`src/hdl/u8sv_pkg.sv`:
```
// ----------------------------------------------------------------------------
// u8sv_pkg
// shared types and constants of the streaming utf-8 validator
// ----------------------------------------------------------------------------
`timescale 1ns / 1ps

package u8sv_pkg;

  localparam int unsigned LimitWidth = 27;
  localparam logic [LimitWidth-1:0] LimitReset = 27'h400_0000;

  localparam logic [7:0] AsciiTop   = 8'h7f;
  localparam logic [7:0] Lead2Lo    = 8'hc2;
  localparam logic [7:0] Lead2Hi    = 8'hdf;
  localparam logic [7:0] Lead3Lo    = 8'he0;
  localparam logic [7:0] Lead3Hi    = 8'hef;
  localparam logic [7:0] Lead4Lo    = 8'hf0;
  localparam logic [7:0] Lead4Hi    = 8'hf4;
  localparam logic [7:0] ContMask   = 8'hc0;
  localparam logic [7:0] ContTag    = 8'h80;

  localparam logic [20:0] ScalarMax = 21'h10ffff;
  localparam logic [20:0] SurrLo    = 21'h00d800;
  localparam logic [20:0] SurrHi    = 21'h00dfff;
  localparam logic [20:0] Min2      = 21'h000080;
  localparam logic [20:0] Min3      = 21'h000800;
  localparam logic [20:0] Min4      = 21'h010000;

  typedef enum logic [1:0] {
    MODE_DATA        = 2'd0,
    MODE_FIN_NATURAL = 2'd1,
    MODE_FIN_OTHER   = 2'd2,
    MODE_FIN_ALT     = 2'd3
  } mode_t;

  typedef enum logic [2:0] {
    ST_OK         = 3'd0,
    ST_BAD_LEAD   = 3'd1,
    ST_BAD_CONT   = 3'd2,
    ST_BAD_SCALAR = 3'd3,
    ST_LIMIT      = 3'd4,
    ST_MID_SEQ    = 3'd5,
    ST_TERMINAL   = 3'd6
  } status_t;

  // stream state that reset clears
  typedef struct packed {
    logic [1:0]            held_count;
    logic [2:0]            seq_len;
    logic [20:0]           partial;
    logic [LimitWidth-1:0] received;
    logic                  stopped;
  } state_t;

  // one result item
  typedef struct packed {
    status_t     status;
    logic [2:0]  released_count;
    logic [31:0] released_bytes;
    logic [20:0] code_point;
    logic        finished;
  } result_t;

  // write into the held byte store
  typedef struct packed {
    logic       we;
    logic [1:0] idx;
    logic [7:0] data;
  } held_wr_t;

endpackage

```
`src/hdl/u8sv_if.sv`:
```
// ----------------------------------------------------------------------------
// u8sv channel interfaces
// valid/ready channels for bytes in, results out and the limit register
// ----------------------------------------------------------------------------
`timescale 1ns / 1ps

interface u8sv_in_if;
  logic       valid;
  logic       ready;
  logic [1:0] mode;
  logic [7:0] data_byte;

  modport source (output valid, output mode, output data_byte, input ready);
  modport sink (input valid, input mode, input data_byte, output ready);
endinterface

interface u8sv_out_if;
  logic        valid;
  logic        ready;
  logic [2:0]  status;
  logic [2:0]  released_count;
  logic [31:0] released_bytes;
  logic [20:0] code_point;
  logic        finished;

  modport source (
    output valid, output status, output released_count, output released_bytes,
    output code_point, output finished, input ready
  );
  modport sink (
    input valid, input status, input released_count, input released_bytes,
    input code_point, input finished, output ready
  );
endinterface

interface u8sv_cfg_if;
  logic        valid;
  logic        ready;
  logic [26:0] byte_limit;

  modport source (output valid, output byte_limit, input ready);
  modport sink (input valid, input byte_limit, output ready);
endinterface

```
`src/hdl/utf8_stream_validator.sv`:
```
// ----------------------------------------------------------------------------
// utf8_stream_validator
// a result is registered and appears in the cycle after its request is accepted
// throughput: one request per cycle while results are taken, set by the combinational decode step
// the result register frees up in the same cycle the result is taken
// reset: synchronous, clears the stream state and output valid, reloads the byte limit
// ----------------------------------------------------------------------------
`timescale 1ns / 1ps

module utf8_stream_validator
  import u8sv_pkg::*;
(
  input  logic   clk,
  input  logic   rst,
  u8sv_in_if.sink    byte_in,
  u8sv_out_if.source result_out,
  u8sv_cfg_if.sink   cfg
);

  // stream state, held bytes of the open sequence and the limit register
  state_t                state;
  state_t                state_next;
  logic [2:0][7:0]       held;
  logic [LimitWidth-1:0] byte_limit;

  // result register
  result_t res;
  result_t res_next;
  logic    res_valid;

  held_wr_t held_wr;
  logic     accept;

  // the result register can take a new result whenever it is empty or drains
  assign byte_in.ready = !res_valid || result_out.ready;
  assign accept        = byte_in.valid && byte_in.ready;

  // limit writes are always taken
  assign cfg.ready = 1'b1;

  u8sv_step u_step (
    .mode       (byte_in.mode),
    .data_byte  (byte_in.data_byte),
    .byte_limit (byte_limit),
    .st         (state),
    .held       (held),
    .st_next    (state_next),
    .held_wr    (held_wr),
    .res        (res_next)
  );

  // control state and the limit register
  always_ff @(posedge clk) begin
    if (rst) begin
      state      <= '0;
      res_valid  <= 1'b0;
      byte_limit <= LimitReset;
    end else begin
      if (accept) begin
        state     <= state_next;
        res_valid <= 1'b1;
      end else if (result_out.ready) begin
        res_valid <= 1'b0;
      end
      if (cfg.valid) begin
        byte_limit <= cfg.byte_limit;
      end
    end
  end

  // payload registers, no reset needed
  always_ff @(posedge clk) begin
    if (accept) begin
      res <= res_next;
      if (held_wr.we) begin
        held[held_wr.idx] <= held_wr.data;
      end
    end
  end

  assign result_out.valid          = res_valid;
  assign result_out.status         = res.status;
  assign result_out.released_count = res.released_count;
  assign result_out.released_bytes = res.released_bytes;
  assign result_out.code_point     = res.code_point;
  assign result_out.finished       = res.finished;

  // a request on a stopped stream always answers terminal
  a_terminal: assert property (@(posedge clk) disable iff (rst)
    accept && state.stopped |=> result_out.status == ST_TERMINAL)
    else $error("stopped stream did not answer terminal");

  // an open sequence never holds as many bytes as its length
  a_held_range: assert property (@(posedge clk) disable iff (rst)
    state.held_count != 2'd0 |-> ({1'b0, state.held_count} < state.seq_len))
    else $error("held count out of range for sequence length");

  // released bytes only come with an ok status
  a_release_ok: assert property (@(posedge clk) disable iff (rst)
    res_valid && res.released_count != 3'd0 |-> res.status == ST_OK)
    else $error("bytes released with an error status");

  // a finish leaves the stream stopped
  a_finish_stops: assert property (@(posedge clk) disable iff (rst)
    res_valid && res.finished |-> state.stopped)
    else $error("finish did not stop the stream");

endmodule

```
`src/hdl/u8sv_step.sv`:
```
// ----------------------------------------------------------------------------
// u8sv_step
// one-byte decode step: next stream state, held byte write and result
// ----------------------------------------------------------------------------
`timescale 1ns / 1ps

module u8sv_step
  import u8sv_pkg::*;
(
  input  logic [1:0]            mode,
  input  logic [7:0]            data_byte,
  input  logic [LimitWidth-1:0] byte_limit,
  input  state_t                st,
  input  logic [2:0][7:0]       held,
  output state_t                st_next,
  output held_wr_t              held_wr,
  output result_t               res
);

  logic [20:0] shifted;
  logic [20:0] minimum;
  logic        bad_scalar;
  logic [31:0] packed_bytes;

  // continuation byte folded into the scalar
  assign shifted = {st.partial[14:0], data_byte[5:0]};

  always_comb begin
    case (st.seq_len)
      3'd2:    minimum = Min2;
      3'd3:    minimum = Min3;
      default: minimum = Min4;
    endcase
  end

  assign bad_scalar = (shifted < minimum) || (shifted > ScalarMax) ||
                      ((shifted >= SurrLo) && (shifted <= SurrHi));

  always_comb begin
    case (st.held_count)
      2'd1:    packed_bytes = {16'h0000, data_byte, held[0]};
      2'd2:    packed_bytes = {8'h00, data_byte, held[1], held[0]};
      default: packed_bytes = {data_byte, held[2], held[1], held[0]};
    endcase
  end

  always_comb begin
    st_next = st;
    held_wr = '{we: 1'b0, idx: st.held_count, data: data_byte};
    res     = '{status: ST_OK, released_count: 3'd0, released_bytes: 32'h0,
                code_point: 21'h0, finished: 1'b0};

    if (st.stopped) begin
      res.status = ST_TERMINAL;
    end else if (mode != MODE_DATA) begin
      st_next.stopped = 1'b1;
      if ((mode == MODE_FIN_NATURAL) && (st.held_count != 2'd0)) begin
        res.status = ST_MID_SEQ;
      end else begin
        res.finished = 1'b1;
      end
    end else if (st.received >= byte_limit) begin
      res.status      = ST_LIMIT;
      st_next.stopped = 1'b1;
    end else begin
      st_next.received = st.received + LimitWidth'(1);
      if (st.held_count == 2'd0) begin
        if (data_byte <= AsciiTop) begin
          res.released_count = 3'd1;
          res.released_bytes = {24'h000000, data_byte};
          res.code_point     = {13'h0000, data_byte};
        end else if (data_byte >= Lead2Lo && data_byte <= Lead2Hi) begin
          st_next.seq_len    = 3'd2;
          st_next.partial    = {16'h0000, data_byte[4:0]};
          st_next.held_count = 2'd1;
          held_wr.we         = 1'b1;
        end else if (data_byte >= Lead3Lo && data_byte <= Lead3Hi) begin
          st_next.seq_len    = 3'd3;
          st_next.partial    = {17'h00000, data_byte[3:0]};
          st_next.held_count = 2'd1;
          held_wr.we         = 1'b1;
        end else if (data_byte >= Lead4Lo && data_byte <= Lead4Hi) begin
          st_next.seq_len    = 3'd4;
          st_next.partial    = {18'h00000, data_byte[2:0]};
          st_next.held_count = 2'd1;
          held_wr.we         = 1'b1;
        end else begin
          res.status      = ST_BAD_LEAD;
          st_next.stopped = 1'b1;
        end
      end else if ((data_byte & ContMask) != ContTag) begin
        res.status      = ST_BAD_CONT;
        st_next.stopped = 1'b1;
      end else if (({1'b0, st.held_count} + 3'd1) < st.seq_len) begin
        st_next.partial    = shifted;
        st_next.held_count = st.held_count + 2'd1;
        held_wr.we         = 1'b1;
      end else if (bad_scalar) begin
        res.status      = ST_BAD_SCALAR;
        st_next.stopped = 1'b1;
      end else begin
        res.released_count = {1'b0, st.held_count} + 3'd1;
        res.released_bytes = packed_bytes;
        res.code_point     = shifted;
        st_next.held_count = 2'd0;
        st_next.seq_len    = 3'd0;
        st_next.partial    = 21'h0;
      end
    end
  end

endmodule
```
`src/flat_wrapper.sv`:
```
// flat-port wrapper written by rule: the top's interface ports become plain ports
module utf8_stream_validator_flat import u8sv_pkg::*;
  (clk, rst, byte_in_valid, byte_in_mode, byte_in_data_byte, byte_in_ready, result_out_valid, result_out_status, result_out_released_count, result_out_released_bytes, result_out_code_point, result_out_finished, result_out_ready, cfg_valid, cfg_byte_limit, cfg_ready);
  u8sv_in_if byte_in_i ();
  u8sv_out_if result_out_i ();
  u8sv_cfg_if cfg_i ();
  input  logic clk;
  input  logic rst;
  input wire logic [$bits(byte_in_i.valid)-1:0] byte_in_valid;
  input wire logic [$bits(byte_in_i.mode)-1:0] byte_in_mode;
  input wire logic [$bits(byte_in_i.data_byte)-1:0] byte_in_data_byte;
  output wire logic [$bits(byte_in_i.ready)-1:0] byte_in_ready;
  output wire logic [$bits(result_out_i.valid)-1:0] result_out_valid;
  output wire logic [$bits(result_out_i.status)-1:0] result_out_status;
  output wire logic [$bits(result_out_i.released_count)-1:0] result_out_released_count;
  output wire logic [$bits(result_out_i.released_bytes)-1:0] result_out_released_bytes;
  output wire logic [$bits(result_out_i.code_point)-1:0] result_out_code_point;
  output wire logic [$bits(result_out_i.finished)-1:0] result_out_finished;
  input wire logic [$bits(result_out_i.ready)-1:0] result_out_ready;
  input wire logic [$bits(cfg_i.valid)-1:0] cfg_valid;
  input wire logic [$bits(cfg_i.byte_limit)-1:0] cfg_byte_limit;
  output wire logic [$bits(cfg_i.ready)-1:0] cfg_ready;
  assign byte_in_i.valid = byte_in_valid;
  assign byte_in_i.mode = byte_in_mode;
  assign byte_in_i.data_byte = byte_in_data_byte;
  assign byte_in_ready = byte_in_i.ready;
  assign result_out_valid = result_out_i.valid;
  assign result_out_status = result_out_i.status;
  assign result_out_released_count = result_out_i.released_count;
  assign result_out_released_bytes = result_out_i.released_bytes;
  assign result_out_code_point = result_out_i.code_point;
  assign result_out_finished = result_out_i.finished;
  assign result_out_i.ready = result_out_ready;
  assign cfg_i.valid = cfg_valid;
  assign cfg_i.byte_limit = cfg_byte_limit;
  assign cfg_ready = cfg_i.ready;
  utf8_stream_validator u_core (.clk(clk), .rst(rst), .byte_in(byte_in_i), .result_out(result_out_i), .cfg(cfg_i));
endmodule
```
`config.mk`:
```
export PLATFORM = sky130hd
export DESIGN_NAME = utf8_stream_validator_flat
export DESIGN_NICKNAME = d
export VERILOG_FILES = /design/src/hdl/u8sv_pkg.sv /design/src/hdl/u8sv_if.sv /design/src/hdl/utf8_stream_validator.sv /design/src/hdl/u8sv_step.sv /design/src/flat_wrapper.sv
export SDC_FILE = /design/constraint.sdc
export NUM_CORES = 1
export LEC_CHECK = 0
export BUFFER_PORTS_ARGS = -buffer_cell sky130_fd_sc_hd__buf_2
export CAP_MARGIN = 20
export CORE_MARGIN = 4
export CORE_UTILIZATION = 52
export CTS_CLUSTER_SIZE = 24
export DETAILED_ROUTE_END_ITERATION = 6
export PLACE_DENSITY_LB_ADDON = 0.1
export SLEW_MARGIN = 20
export SYNTH_ARGS = -nofsm -noshare
export SYNTH_HDL_FRONTEND = slang
export SYNTH_HIERARCHICAL = 1
export SYNTH_SLANG_ARGS = --single-unit
```
`constraint.sdc`:
```
create_clock -name clk -period 9.05 [get_ports clk]
set_input_delay 1.3575 -clock clk [delete_from_list [all_inputs] [get_ports clk]]
set_output_delay 1.3575 -clock clk [all_outputs]
set_load 0.005 [all_outputs]
```
Word level (Yosys, flattened, before mapping)
Index checks and enable logic that the tools add are counted.

Register bits after elaboration: 166. Input bits: 42. Output and inout bits: 63. Word-level logic and storage cells: 122.

Add/sub/neg operators: 3. Magnitude comparators: 15. Equal/unequal tests: 12. Muxes and demuxes: 53. Bitwise operators: 3. Reductions and logical operators: 21.

Operators by type and width (number): 26-bit 2-to-1 mux (7); 56-bit 2-to-1 mux (2); 32-bit case mux with 2 select lines (1); 59-bit 2-to-1 mux (1); 58-bit 2-to-1 mux (1); 54-bit 2-to-1 mux (1); 17-bit case mux with 2 select lines (1); 1-bit 2-to-1 mux (28); 27-bit by 1-bit adder with 27-bit output, second input constant (1); 27-bit greater-or-equal comparator (1); 24-bit bitwise mux (1); 8-bit greater-or-equal comparator, second input constant (3); 8-bit less-or-equal comparator, second input constant (3); 21-bit by 16-bit greater-or-equal comparator with 1-bit output, second input constant (1); 21-bit greater-than comparator, second input constant (1); 21-bit by 16-bit less-or-equal comparator with 1-bit output, second input constant (1); 21-bit by 17-bit < comparator with 1-bit output (1); 21-bit 2-to-1 mux (1); 8-bit demux with 2-bit select (1); 3-bit 2-to-1 mux (4); 9-bit AND reduction (1); 8-bit by 7-bit less-or-equal comparator with 1-bit output, second input constant (1); 8-bit 2-to-1 mux (1); 2-bit inequality test, second input constant (4); 23 further kinds (39).

Logic depth before layout (Yosys ltp)
Gate-level depths: netlist of run 1.

Depth after elaboration: 12. Depth in mapped cells: 13. Mapped depth without buffers: 11.

Hierarchy
The synthesis of run 1 kept the hierarchy.

Modules (own cells, without submodules): utf8_stream_validator (instances 1, cells an instance 428, area each 5885.6 um^2, seq. area each 4164.0 um^2); u8sv_step (instances 1, cells an instance 473, area each 3051.7 um^2, seq. area each 0.0 um^2).

Worst setup path after synthesis of run 1
No wires, ideal clock.

Kind: input to register. From: input port byte_in_data_byte[1]. To: register u_core/held[16] in the netlist's numbering, enable pin. Setup time: 0.385 ns. Arrival time: 3.434 ns. Required time: 8.665 ns. Path slack: 5.231 ns. Cell stages on the path: 9. Buffers on the path: 1. Cell sequence: buf_6 > o21ai_0 > or4b_4 > and3_4 > nor2_1 > inv_1 > nor2_1 > nand3_2 > nor3b_1.

RTL lines: from (decl) (line flat_wrapper.sv:11) `input wire logic [$bits(byte_in_i.data_byte)-1:0] byte_in_data_byte;`; to (signal, indexed assignment) (line utf8_stream_validator.sv:76) `held[held_wr.idx] <= held_wr.data;`; to (decl) (line utf8_stream_validator.sv:23) `logic [2:0][7:0] held;`.

==> impl_metrics.tcl, run 1 <==
set metrics [dict create \
    power_frac_comb_pct 7.2 \
    worstMarginPinSlew_ns 1.07 \
    fin_setup_tns_ns 0 \
    synth_area_sq_um 8640 \
    grt_pass1_vias 6261 \
    fin_skew_ns 0.00891 \
    antenna_left 0 \
    clkPwrFrac_pct 45.8 \
    leakage_nw 3.96 \
    cpPeakStageDelay_ns 0.87 \
    final_layout_size_suffix_gt1_share_pct 20.0 \
    rsz0062_at_grt "false" \
    fin_ws_ns 4.94 \
    power.share.switching_pct 23.3 \
    grt_pass1_wl_um 31400 \
    port_buffers 103 \
    num-nets-final 998 \
    dieArea_sq_um 18800 \
    ir_drop_uv 130 \
    num_vias 6607 \
    antennaDiodeCount 0 \
    cap_viol_max_count 0 \
    hold-path-endpoint "u_core/byte_limit[19]$_SDFFE_PP0P_" \
    p_sw_mw 0.394 \
    die_w_um 137 \
    crit_path_top_delay_cell "nor3_1" \
    arrival_ns 4.15 \
    internal_power_mw 1.30 \
    totalPowerFinal_mw 1.69 \
    avgSynthCellArea_sq_um 9.92 \
    area_growth_pct 12.3 \
    hold_start "u_core/byte_limit[19]$_SDFFE_PP0P_" \
    hpwlAfterDp_um 12800 \
    antenna_found_initial 0 \
    min_path_type "flip-flop to flip-flop" \
    ys_warn_count 6 \
    vias_per_cell 5.75 \
    crit_required_ns 9.10 \
    ctsRootBufferMaster "clkbuf_16" \
    critPathBufInv 2 \
    finalHoldViolCount 0 \
    worst_r2r_endpoint "u_core/held[7]$_DFFE_PP_" \
    power.density_nw_per_um2 174 \
    fillerInstances 1371 \
    drt-total-wl_um 19200 \
    report.final.slew_viol_count 0 \
    status "finished clean" \
    syn_inst 871 \
    htree_levels 4 \
    grt_max_degree 100 \
    ff2ff_path_depth 10 \
    grt-ovfl-total 0 \
    coreArea_sq_um 16100 \
    clock-sinks 160 \
    dr.pass1.iters 5 \
    reg2reg_from "u_core/state[52]$_SDFFE_PP0P_" \
    die_h_um 137 \
    min_period_ns 4.11 \
    crit_path_start_kind "flip-flop" \
    drt_iter0_markers 500 \
    r2r_setup_slack_ns 4.94 \
    final_util_pct 60.4 \
    crit_type "flip-flop to flip-flop" \
    clk_pin_slew_worst_paths_ns 0.07 \
    worstPathMaxFanout 21 \
    cts-resized-gates 0 \
    fmax_mhz 244 \
    cts.path.max_buffers 2 \
    rows 46 \
    finalSetupViolCount 0 \
    finalCritPeriodShare_pct 45.4 \
    pin_count 105 \
    drc_errors 0 \
    tritoncts "done" \
    cp-end-kind "flip-flop" \
    mappedNetlistNets 949 \
    cts_hold_buf 0 \
    slew_headroom_pct 28.1 \
    track_usage_pct 20.9 \
    cp_top_family "simple AND/OR/NAND/NOR gates" \
    pre_cts_slack_ns 4.62 \
    power_frac_seq_pct 47.0 \
    path_cells "inv_1 > ha_1 > ha_1 > a31oi_2 > a21oi_1 > nor2_1 > inv_1 > nor2_1 > nand3_2 > nor3_1" \
    routedWlPerCell_um 16.7 \
    holdPathStages 2 \
    clk_latency_ns 0.43 \
    post-cts-setup-buffers 0 \
    cts_buffers 17 \
    start_util_pct 53.8 \
    place_congestion 0.876 \
]
-- sequential cells by signal (all words and copies together), names as in the netlist --
name,flops
u_core/byte_limit,27
u_core/held,24
u_core/state,48
u_core/result_out.status,3
u_core/result_out.released_count,3
u_core/result_out.code_point,21
u_core/result_out.released_bytes,32
u_core/result_out.valid,1
u_core/result_out.finished,1
-- layout make-up --
cell class / instances / area, sq um / share of cell area (%)
flip-flops and latches: 160 / 4040 / 41.7
clock buffers: 18 / 429 / 4.42
inverters: 39 / 146 / 1.51
clock inverters: 14 / 205 / 2.11
multi-input cells: 591 / 4040 / 41.6
repair buffers: 111 / 576 / 5.93
well taps: 216 / 270 / 2.78
-- worst max-delay path by stage --
stage / end / startpoint / cells past startpoint / slack [ns]
CTS: u_core/held[16]$_DFFE_PP_ / u_core/state[52]$_SDFFE_PP0P_ / 10 / 4.91
floorplan: u_core/held[16]$_DFFE_PP_ / byte_in_data_byte[1] / 9 / 5.23
global route: u_core/held[7]$_DFFE_PP_ / u_core/state[52]$_SDFFE_PP0P_ / 10 / 4.63
global placement: u_core/held[19]$_DFFE_PP_ / byte_in_data_byte[5] / 9 / 4.71
detailed placement: u_core/held[19]$_DFFE_PP_ / byte_in_data_byte[5] / 9 / 4.62
finish: u_core/held[7]$_DFFE_PP_ / u_core/state[52]$_SDFFE_PP0P_ / 10 / 4.94
-- layer usage --
layer | part of all wire (%) | track usage [%] | wire, um | up-vias
li1 | - | - | - | 3235
met1 | 45 | 27.3 | 8580 | 3133
met2 | 48 | 35.5 | 9260 | 212
met3 | 5.5 | 3.53 | 1050 | 27
met4 | 1.7 | 6.65 | 323 | 0
met5 | 0 | 0 | 0 | -
-- through the flow --
stage,std cells,area (sq um),hold WS [ns]
floorplan,871,8640,0.460
global placement,1117,9050,0.479
detailed placement,1117,9050,0.484
CTS,1149,9690,0.500
global route,1149,9710,0.521
finish,1149,9710,0.492
-- layout by cell type (no fill, tap or decap), types with 9 or more instances in the layout --
master	count
a21bo_1	22
a21bo_2	26
a21oi_1	73
a2bb2oi_1	9
and2_1	21
and3_1	15
buf_2	103
clkbuf_16	17
dfxtp_1	76
edfxtp_1	84
ha_1	36
inv_1	39
mux2i_1	32
nand2_1	35
nand3_1	62
nand4_1	15
nor2_1	57
nor2b_1	10
nor3_1	40
o21ai_0	12
xor2_1	25
-- worst register-to-register path: cells and delay by family, from the launching register on --
kind	cells	cell delay (ns)
adders and majority gates	2	1.10
buffers and inverters	2	0.22
DFF	1	0.58
AOI/OAI and AO/OA	2	0.48
and+or+nand+nor	4	1.35
-- power by group through the flow --
| stage | combinational [mW] | sequential, mW | clock, mW |
|---|---|---|---|
| detailed placement | 0.122 | 0.810 | 0 |
| CTS | 0.122 | 0.794 | 0.785 |
| finish | 0.121 | 0.794 | 0.774 |
| floorplan | 0.0827 | 0.811 | 0 |
| global route | 0.135 | 0.796 | 0.818 |
| global placement | 0.118 | 0.809 | 0 |
Note: power is estimated with default switching activity, not from simulation.
==> run 2: changes to the inputs <==
--- a/config.mk
+++ b/config.mk
@@ -5,6 +5,7 @@
 export SDC_FILE = /design/constraint.sdc
 export NUM_CORES = 1
 export LEC_CHECK = 0
+export ABC_AREA = 1
 export BUFFER_PORTS_ARGS = -buffer_cell sky130_fd_sc_hd__buf_2
 export CAP_MARGIN = 20
 export CORE_MARGIN = 4
==> constraint.sdc (replaced) <==
create_clock -name clk -period 4.3 [get_ports clk]
set_input_delay 0.645 -clock clk [delete_from_list [all_inputs] [get_ports clk]]
set_output_delay 0.645 -clock clk [all_outputs]
set_load 0.005 [all_outputs]
==> impl_metrics.tcl, run 2 <==
set metrics [dict create \
    port_buffers 103 \
    antennaDiodeCount 0 \
    grt-ovfl-total 0 \
    antenna_found_initial 0 \
    crit_type "flip-flop to flip-flop" \
    largest_reg_flops 48 \
    post-cts-setup-buffers 0 \
    power.density_nw_per_um2 384 \
    clock-sinks 160 \
    arrival_ns 3.39 \
    num-nets-final 1344 \
    start_util_pct 52.9 \
    final_layout_size_suffix_gt1_share_pct 13.4 \
    antenna_left 0 \
    min_path_type "input pin to flip-flop" \
    met1_usage_pct 27.6 \
    area_growth_pct 11.7 \
    fin_setup_tns_ns 0 \
    top_register "u_core/state" \
    crit_required_ns 4.36 \
    ff2ff_path_depth 12 \
    rows 48 \
    hold_start "rst" \
    htree_levels 4 \
    cts_hold_buf 0 \
    leakage_nw 4.71 \
    coreArea_sq_um 17200 \
    worstPathMaxFanout 16 \
    status "finished clean" \
    pin_count 105 \
    place_congestion 0.891 \
    grt_pass1_vias 6997 \
    rsz0062_at_grt "false" \
    worstMarginPinSlew_ns 0.963 \
    num_vias 7649 \
    cts_buffers 17 \
    worst_r2r_endpoint "u_core/held[3]$_DFFE_PP_" \
    tritoncts "done" \
    dr.pass1.iters 4 \
    finalHoldViolCount 0 \
    holdPathStages 2 \
    fin_skew_ns 0.0122 \
    ir_drop_uv 257 \
    r2r_setup_slack_ns 0.97 \
    clk_latency_ns 0.43 \
    cap_viol_max_count 0 \
    cts-resized-gates 0 \
    mostFrequentLayoutCells "nand2_1 (242), nor2_1 (199), inv_1 (176)" \
    drc_errors 0 \
    layoutNonFillerInstCount 1504 \
    die_h_um 140 \
    dpl.cell_count 1472 \
    drt-total-wl_um 20300 \
    drt_iter0_markers 494 \
    die_w_um 140 \
    dieArea_sq_um 19600 \
    hold-path-endpoint "u_core/result_out.valid$_SDFFE_PP0P_" \
    hpwlAfterDp_um 14400 \
    track_usage_pct 20.9 \
    mappedNetlistNets 1275 \
    synth_area_sq_um 9080 \
    syn_inst 1197 \
    vias_per_cell 5.09 \
    cp-end-kind "flip-flop" \
    use_met2_pct 34.4 \
    ys_warn_count 6 \
    grt_pass1_wl_um 33900 \
    grt_max_degree 97 \
    report.final.slew_viol_count 0 \
    fmax_mhz 301 \
    reg2reg_from "u_core/state[3]$_SDFFE_PP0P_" \
    final_common_cell "nand2_1" \
    min_period_ns 3.33 \
    ctsRootBufferMaster "clkbuf_16" \
    clk_pin_slew_worst_paths_ns 0.07 \
    cts.path.max_buffers 2 \
    hold_ws_ns 0.389 \
    finalCritPeriodShare_pct 77.4 \
    routedWlPerCell_um 13.5 \
    slew_headroom_pct 35.8 \
    finalSetupViolCount 0 \
    grt_most_used_layer "met2" \
    avgSynthCellArea_sq_um 7.59 \
    crit_path_start_kind "flip-flop" \
    use_met3_pct 3.96 \
]
run 2: per-stage QoR:
step | power (mW) | util (%) | instance area (sq um) | worst slack (ns)
2_1_floorplan | 2.23 | - | 9080 | 0.725
3_5_place_dp | 2.38 | 55.5 | 9540 | 0.924
4_1_cts | 3.92 | 59.0 | 10100 | 0.954
5_1_grt | 4.09 | 59.0 | 10100 | 0.565
6_report | 3.89 | 59.0 | 10100 | 0.973
3_3_place_gp | 2.37 | 55.5 | 9540 | 1.01
run 2: final cells by class:
cell class,instances,area (sq um)
Inverter,183,687
Timing Repair Buffer,110,568
Tap cell,225,282
Fill cell,1681,7030
Multi-Input combinational cell,794,3960
Clock inverter,15,181
Sequential cell,160,4040
Clock buffer,17,425
run 2: metal layers:
layer | share of wire, % | vias up
met4 | 2.5 | 0
met1 | 46 | 3420
li1 | - | 3975
met3 | 4.9 | 39
met2 | 47 | 215
met5 | 0 | -
run 2: power breakdown:
part           internal (mW)  total (mW)  switching (mW)  leakage [nW]
logic                  0.206       0.590           0.384          2.97
clock network          0.837        1.54           0.707         0.296
registers               1.69        1.76          0.0629          1.45
total                   2.74        3.89            1.15          4.71
run 2: worst max-delay path by stage:
stage	from	to	slack, ns
after floorplan	byte_in_valid	u_core/held[0]$_DFFE_PP_	0.72
after global placement	byte_in_mode[0]	u_core/held[2]$_DFFE_PP_	1.01
after detailed placement	byte_in_mode[0]	u_core/held[18]$_DFFE_PP_	0.92
after CTS	u_core/state[3]$_SDFFE_PP0P_	u_core/held[22]$_DFFE_PP_	0.95
after global routing	u_core/state[7]$_SDFFE_PP0P_	u_core/held[22]$_DFFE_PP_	0.56
final	u_core/state[3]$_SDFFE_PP0P_	u_core/held[3]$_DFFE_PP_	0.97
run 2: worst max-delay path: stages, from the launching register on:
cell	delay, ns
dfxtp_1	0.46
ha_1	0.31
a21oi_1	0.13
nand2_1	0.07
nand2_1	0.06
nand3_1	0.10
nand2_1	0.20
nand4_4	0.32
nor2_2	0.41
nand2_1	0.18
inv_1	0.08
nand2_1	0.09
nor2_1	0.54
